==> config.mk <==
export PLATFORM = sky130hd
export DESIGN_NAME = mho_distance_relay_three_zone
export DESIGN_NICKNAME = d
export VERILOG_FILES = /design/src/design/mhodr_pkg.sv /design/src/design/mho_distance_relay_three_zone.sv
export SDC_FILE = /design/constraint.sdc
export NUM_CORES = 2
export LEC_CHECK = 0
export BUFFER_PORTS_ARGS = -buffer_cell sky130_fd_sc_hd__buf_4
export CORE_ASPECT_RATIO = 0.75
export CORE_MARGIN = 4
export CORE_UTILIZATION = 64
export CTS_CLUSTER_DIAMETER = 40
export CTS_CLUSTER_SIZE = 8
export DETAILED_ROUTE_END_ITERATION = 8
export PLACE_DENSITY = 0.84
export SLEW_MARGIN = 20
export SYNTH_ARGS = -nofsm -noshare
export SYNTH_HDL_FRONTEND = slang
export SYNTH_SLANG_ARGS = --single-unit
==> constraint.sdc <==
create_clock -name clk -period 11 [get_ports clk]
set_input_delay 1.1 -clock clk [delete_from_list [all_inputs] [get_ports clk]]
set_output_delay 1.1 -clock clk [all_outputs]
set_load 0.01 [all_outputs]
==> src/design/mhodr_pkg.sv <==
// Package for the three-zone mho distance relay.
// Payload structs, sequencer states, register indexes and sizing constants.
`default_nettype none
package mhodr_pkg;

  localparam int NumPhasesDefault = 3;
  localparam int ZoneCount        = 3;
  localparam int RegAddrWidth     = 5;

  // Register indexes, byte address is 4 * index
  localparam logic [2:0] REG_Z1_REACH = 3'd0;
  localparam logic [2:0] REG_Z2_REACH = 3'd1;
  localparam logic [2:0] REG_Z3_REACH = 3'd2;
  localparam logic [2:0] REG_Z1_DELAY = 3'd3;
  localparam logic [2:0] REG_Z2_DELAY = 3'd4;
  localparam logic [2:0] REG_Z3_DELAY = 3'd5;

  typedef struct packed {
    logic [1:0]         phase_index;
    logic signed [15:0] voltage_re;
    logic signed [15:0] voltage_im;
    logic signed [15:0] current_re;
    logic signed [15:0] current_im;
    logic [31:0]        now_time;
    logic [31:0]        fault_start;
  } mhodr_in_t;

  typedef struct packed {
    logic [2:0] trip_flags;
    logic [2:0] zones_operated;
  } mhodr_out_t;

  typedef enum logic [3:0] {
    ST_IDLE,
    ST_SQ_RE,
    ST_SQ_IM,
    ST_DOT_RE,
    ST_DOT_IM,
    ST_DOT_SUM,
    ST_ZONE_MUL,
    ST_ZONE_CMP,
    ST_DONE
  } mhodr_state_t;

endpackage
`default_nettype wire

==> src/design/mho_distance_relay_three_zone.sv <==
// Top level of the three-zone mho distance relay.
// Depends on mhodr_pkg for payload structs, states and register indexes.
//
// Each item is worked through in turn: a single 17 x 33 signed multiplier is
// reused under a small sequencer for the two squares, the two dot-product
// terms and one reach product per zone, each zone also taking a compare step.
// The input is not ready from the transfer until the result is loaded into
// the output register; a result may still wait there while the next item is
// taken. The circle test is exact: 256 * |U|^2 < reach * Re(U conj I). Trip
// flags are sticky and cleared only by reset.
`default_nettype none
module mho_distance_relay_three_zone #(
  parameter int NUM_PHASES = mhodr_pkg::NumPhasesDefault
) (
  input  wire                               clk,
  input  wire                               rst_n,
  input  wire                               in_valid,
  output logic                              in_ready,
  input  mhodr_pkg::mhodr_in_t              in_data,
  output logic                              out_valid,
  input  wire                               out_ready,
  output mhodr_pkg::mhodr_out_t             out_data,
  input  wire                               psel,
  input  wire                               penable,
  input  wire                               pwrite,
  input  wire [mhodr_pkg::RegAddrWidth-1:0] paddr,
  input  wire [31:0]                        pwdata,
  output logic [31:0]                       prdata,
  output logic                              pready
);
  import mhodr_pkg::*;

  mhodr_state_t       state_r, state_nxt;
  mhodr_in_t          item_r;
  logic [15:0]        reach_r [ZoneCount];
  logic [31:0]        delay_r [ZoneCount];
  logic [NUM_PHASES-1:0] trip_r;
  logic [1:0]         zone_r;
  logic [2:0]         zones_r;
  logic signed [49:0] prod_r;
  logic [31:0]        mag_r;
  logic signed [32:0] dot_r;
  logic signed [32:0] elapsed_r;
  logic               out_valid_r;
  mhodr_out_t         out_data_r;

  logic signed [16:0] mul_a;
  logic signed [32:0] mul_b;
  logic signed [49:0] mul_p;
  logic               cfg_wr;
  logic [2:0]         cfg_idx;
  logic               zone_hit;
  logic [NUM_PHASES-1:0] trip_set;
  logic [2:0]         flags_nxt;
  logic               load_out;

  // Configuration port
  assign pready  = 1'b1;
  assign cfg_wr  = psel & penable & pwrite;
  assign cfg_idx = paddr[4:2];

  always_ff @(posedge clk) begin
    if (!rst_n) begin
      for (int z = 0; z < ZoneCount; z++) begin
        reach_r[z] <= '0;
        delay_r[z] <= '0;
      end
    end else if (cfg_wr) begin
      unique case (cfg_idx)
        REG_Z1_REACH: reach_r[0] <= pwdata[15:0];
        REG_Z2_REACH: reach_r[1] <= pwdata[15:0];
        REG_Z3_REACH: reach_r[2] <= pwdata[15:0];
        REG_Z1_DELAY: delay_r[0] <= pwdata;
        REG_Z2_DELAY: delay_r[1] <= pwdata;
        REG_Z3_DELAY: delay_r[2] <= pwdata;
        default: ;
      endcase
    end
  end

  always_comb begin
    unique case (cfg_idx)
      REG_Z1_REACH: prdata = {16'd0, reach_r[0]};
      REG_Z2_REACH: prdata = {16'd0, reach_r[1]};
      REG_Z3_REACH: prdata = {16'd0, reach_r[2]};
      REG_Z1_DELAY: prdata = delay_r[0];
      REG_Z2_DELAY: prdata = delay_r[1];
      REG_Z3_DELAY: prdata = delay_r[2];
      default:      prdata = '0;
    endcase
  end

  // Shared multiplier operand selection
  always_comb begin
    unique case (state_r)
      ST_SQ_RE: begin
        mul_a = {item_r.voltage_re[15], item_r.voltage_re};
        mul_b = {{17{item_r.voltage_re[15]}}, item_r.voltage_re};
      end
      ST_SQ_IM: begin
        mul_a = {item_r.voltage_im[15], item_r.voltage_im};
        mul_b = {{17{item_r.voltage_im[15]}}, item_r.voltage_im};
      end
      ST_DOT_RE: begin
        mul_a = {item_r.voltage_re[15], item_r.voltage_re};
        mul_b = {{17{item_r.current_re[15]}}, item_r.current_re};
      end
      ST_DOT_IM: begin
        mul_a = {item_r.voltage_im[15], item_r.voltage_im};
        mul_b = {{17{item_r.current_im[15]}}, item_r.current_im};
      end
      ST_ZONE_MUL: begin
        mul_a = {1'b0, reach_r[zone_r]};
        mul_b = dot_r;
      end
      default: begin
        mul_a = '0;
        mul_b = '0;
      end
    endcase
  end

  assign mul_p = mul_a * mul_b;

  // Zone operates when strictly late and strictly inside the circle
  assign zone_hit = ($signed(elapsed_r) > $signed({1'b0, delay_r[zone_r]})) &&
                    ($signed({10'd0, mag_r, 8'd0}) < prod_r);

  always_comb begin
    for (int p = 0; p < NUM_PHASES; p++) begin
      trip_set[p] = (item_r.phase_index == 2'(p)) && (zones_r != 3'd0);
    end
    for (int p = 0; p < 3; p++) begin
      flags_nxt[p] = 1'b0;
      if (p < NUM_PHASES) begin
        flags_nxt[p] = trip_r[p] | trip_set[p];
      end
    end
  end

  // Sequencer
  always_ff @(posedge clk) begin
    if (!rst_n) begin
      state_r <= ST_IDLE;
    end else begin
      state_r <= state_nxt;
    end
  end

  always_comb begin
    state_nxt = state_r;
    in_ready  = 1'b0;
    load_out  = 1'b0;
    unique case (state_r)
      ST_IDLE: begin
        in_ready = 1'b1;
        if (in_valid) begin
          state_nxt = ST_SQ_RE;
        end
      end
      ST_SQ_RE:    state_nxt = ST_SQ_IM;
      ST_SQ_IM:    state_nxt = ST_DOT_RE;
      ST_DOT_RE:   state_nxt = ST_DOT_IM;
      ST_DOT_IM:   state_nxt = ST_DOT_SUM;
      ST_DOT_SUM:  state_nxt = ST_ZONE_MUL;
      ST_ZONE_MUL: state_nxt = ST_ZONE_CMP;
      ST_ZONE_CMP: begin
        if (zone_r == 2'(ZoneCount - 1)) begin
          state_nxt = ST_DONE;
        end else begin
          state_nxt = ST_ZONE_MUL;
        end
      end
      ST_DONE: begin
        // hold until the output register is free
        if (!out_valid_r || out_ready) begin
          load_out  = 1'b1;
          state_nxt = ST_IDLE;
        end
      end
      default: state_nxt = ST_IDLE;
    endcase
  end

  // Datapath registers
  always_ff @(posedge clk) begin
    if (in_valid && in_ready) begin
      item_r <= in_data;
    end
    if (state_r != ST_IDLE && state_r != ST_DONE) begin
      prod_r <= mul_p;
    end
    unique case (state_r)
      ST_SQ_RE:   elapsed_r <= $signed({1'b0, item_r.now_time}) -
                               $signed({1'b0, item_r.fault_start});
      ST_SQ_IM:   mag_r <= prod_r[31:0];
      ST_DOT_RE:  mag_r <= mag_r + prod_r[31:0];
      ST_DOT_IM:  dot_r <= prod_r[32:0];
      ST_DOT_SUM: dot_r <= dot_r + prod_r[32:0];
      default: ;
    endcase
    if (load_out) begin
      out_data_r.trip_flags     <= flags_nxt;
      out_data_r.zones_operated <= (item_r.phase_index < 2'(NUM_PHASES)) ? zones_r : 3'd0;
    end
  end

  always_ff @(posedge clk) begin
    if (!rst_n) begin
      zone_r      <= '0;
      zones_r     <= '0;
      trip_r      <= '0;
      out_valid_r <= 1'b0;
    end else begin
      if (in_valid && in_ready) begin
        zone_r  <= '0;
        zones_r <= '0;
      end else if (state_r == ST_ZONE_CMP) begin
        zones_r[zone_r] <= zone_hit;
        zone_r          <= zone_r + 2'd1;
      end
      if (load_out) begin
        out_valid_r <= 1'b1;
        trip_r      <= trip_r | trip_set;
      end else if (out_ready) begin
        out_valid_r <= 1'b0;
      end
    end
  end

  assign out_valid = out_valid_r;
  assign out_data  = out_data_r;

  // Checks
  a_out_from_done: assert property (@(posedge clk) disable iff (!rst_n)
    $rose(out_valid_r) |-> $past(state_r == ST_DONE))
    else $error("result shown without finishing an item");

  a_trip_sticky: assert property (@(posedge clk) disable iff (!rst_n)
    ##1 ((trip_r & $past(trip_r)) == $past(trip_r)))
    else $error("trip flag cleared outside reset");

  a_zone_bound: assert property (@(posedge clk) disable iff (!rst_n)
    (state_r == ST_ZONE_MUL || state_r == ST_ZONE_CMP) |-> (zone_r < 2'(ZoneCount)))
    else $error("zone counter out of range");

  a_zone_trips: assert property (@(posedge clk) disable iff (!rst_n)
    (out_valid_r && out_data_r.zones_operated != 3'd0) |-> (out_data_r.trip_flags != 3'd0))
    else $error("operated zone without trip flag");

endmodule
`default_nettype wire

==> qor.yml <==
crit_arrival_ns: 10.64
syn-num-nets: 5198
grtUsageTotal_pct: 34.5
start_util_pct: 64.8
drtIter0Drc: 4169
drtAntennaViolNets: 0
comb_power_share_pct: 57.1
p_int_mw: 5.96
path_max_fanout: 21
synthCells: 4206
grt_pass1_wl_um: 188000
clock-sinks: 443
critPathLaunchType: "flip-flop"
synthMostInstantiatedCell: "inv_1"
routedWlPerCell_um: 22.7
cts_buffer_depth: 3
cp-end-kind: "flip-flop"
fmax_mhz: 97.2
power_density_nw_per_um2: 225
place_ws_ns: 1.24
synth_top_area_cell: "edfxtp_1"
nets: 5402
hpwl_um: 91900
drive_gt1_share_pct: 9.86
slew_violations: 0
grt_pass1_vias: 33482
ys_seq_area_share_pct: 31.0
fp.dieH_um: 231
die_area_um2: 70500
rows: 81
antenna_found_initial: 3
dieWidth_um: 305
clkPwrFrac_pct: 19.3
power_switching_mw: 4.69
rsz0062_at_grt: "no"
cts_tree: "built"
coreArea_um2: 65500
clockRootBuffer: "clkbuf_16"
crit_type: "flip-flop to flip-flop"
yosys-top-cells-area: "edfxtp_1, fa_1, ha_1, inv_1, nor2_1"
final-setup-viol-count: 0
drc: 0
period_needed_ns: 10.29
p_seq_share_pct: 23.6
yosysUniqueCellTypes: 84
synth-seq-cells: 443
nFillCells: 4496
tightest_slew_ns: 1.19
synth_warnings: 0
cts_max_level: 3
area_growth_syn_to_layout_pct: 11.7
stdcell_count: 5316
syn_area_um2: 42400
clkTransAtPathRegs_ns: 0.05
yosysTopAreaCellShare_pct: 30.3
maxCapViolCount: 0
grt_remaining_overflow: 0
synthArstFlopShare_pct: 0
via_count: 32987
clock_latency_ns: 0.61
setup_tns_ns: 0
gp_congestion: 0.993
worst_slack_ns: 0.710
holdCritPathClass: "flip-flop to flip-flop"
netlist_top_cells_count: "inv_1, fa_1, nor2_1"
reg2reg_slack_ns: 0.71
hold_viol: 0
grt_start_max_net_pins: 66
worst-endpoint-required_ns: 11.35
viasPerCell: 6.21
p_leak_nw: 21.6
synth_edf_count: 428
status: "finished, final reports clean"
synth_ff_type: "edfxtp_1"
max-slew-margin-rel_pct: 20.1
dp.cells: 5206
io_pins: 215
peakVddDrop_uv: 189
cts_buffers: 73
cts_resized: 0
cts_hold_buffers: 0
first_pass_iters: 6
post_cts_buffers: 0
finalCritPeriodShare_pct: 93.5
p_sw_share_pct: 44.1
fin_skew_ns: 0.0202
port_buffers: 211
syn-mean-instance-area_um2: 10.1
routed_wl_um: 121000
## sequential cells by signal, indices dropped and copies added, names as in the netlist, named ones only
| signal | count |
|---|---|
| item_r | 130 |
| prod_r | 50 |
| dot_r | 33 |
| out_valid | 1 |
| state_r | 4 |
| zones_r | 3 |
| reach_r | 48 |
| trip_r | 3 |
| elapsed_r | 33 |
| out_data | 6 |
| zone_r | 2 |
| delay_r | 96 |
| mag_r | 32 |
## critical path, cell delays in order (launching register included)
cell,delay (ns)
dfxtp_1,0.42
nand2b_1,0.36
nor3_2,0.97
or2_2,0.88
a22oi_2,0.08
buf_4,0.26
nand2_1,0.48
nand2_1,0.16
fa_1,0.51
fa_1,0.50
inv_1,0.05
fa_1,0.50
fa_1,0.43
fa_1,0.50
inv_1,0.05
fa_1,0.48
inv_1,0.04
ha_1,0.37
nand3_1,0.10
nor2_1,0.38
nand2_1,0.09
nor3_1,0.79
o21ai_0,0.43
a41oi_2,0.36
o22ai_2,0.17
o21a_4,0.25
o31ai_2,0.28
xor2_1,0.09
## per-layer routing
metal  part of all wire, %  track usage, %
met3                    14            11.6
met5                0.0091               0
met1                    38            47.1
met2                    44            51.4
met4                   4.5            13.9
## cells by family (layout without fill, tap and decap cells)
group                    after synthesis  in the layout  synth area share (%)
XOR/XNOR                             118            118                  2.44
AO/OA/AOI/OAI                        711            711                  10.9
other                                  1              2               0.00884
buffers and inverters                805           1043                  7.29
AND/OR/NAND/NOR                     1239           1239                  13.0
multiplexers                          71             71                  1.68
adder cells (fa/ha/maj)              818            818                  33.7
flip-flops                           443            443                  31.0
## final cells by class
type | count | area, µm² | area share, %
inverter | 651 | 2440 | 5.16
timing repair buffer | 283 | 2120 | 4.48
clock buffer | 88 | 1890 | 4.00
sequential | 443 | 13200 | 27.8
clock inverter | 21 | 218 | 0.460
antenna | 1 | 2.50 | 0.00528
tap | 871 | 1090 | 2.30
multi-input combinational | 2958 | 26400 | 55.8
## cells in the final DEF, fill, tap and decap left out, types with 14 or more instances in the layout
cell         n
and2_1      70
nor2_1     477
buf_4      283
ha_1       279
fa_1       539
and3_1      18
edfxtp_1   428
o21a_1      37
a21oi_1    183
nand2b_1    50
nand4_1     42
mux2i_1     69
nor3_1      41
clkbuf_1    14
xnor2_1     79
nand3_1     38
nand2_1    405
and4_1      19
a22oi_1     66
xor2_1      39
clkbuf_16   73
o21ai_0    154
a31oi_1     15
o31ai_1     16
inv_1      650
a21o_1      97
nor2b_1     22
## power by group through the flow
stage	registers, mW	clock network (mW)	logic [mW]
after global routing	2.52	2.15	6.73
after floorplan	2.43	0	4.51
after detailed placement	2.53	0	5.87
after global placement	2.52	0	5.68
final	2.51	2.05	6.09
after CTS	2.50	2.06	5.95
## final timing paths
check / startpoint / to / depth (start not counted)
hold reg to reg: zones_r[2] / zones_r[2] / 2
setup / recovery: state_r[3] / prod_r[47] / 27
setup reg to reg: state_r[3] / prod_r[47] / 27
hold / removal: zones_r[2] / zones_r[2] / 2
## through the flow
stage | util, % | hold WS (ns) | area (µm²) | power, mW
after floorplan | - | 0.455 | 42400 | 6.93
after global placement | 69.1 | 0.474 | 45300 | 8.20
after detailed placement | 69.1 | 0.481 | 45300 | 8.40
after CTS | 72.3 | 0.486 | 47400 | 10.5
after global routing | 72.4 | 0.520 | 47400 | 11.4
final | 72.4 | 0.487 | 47400 | 10.7
Power figures use the tool's default switching activity.
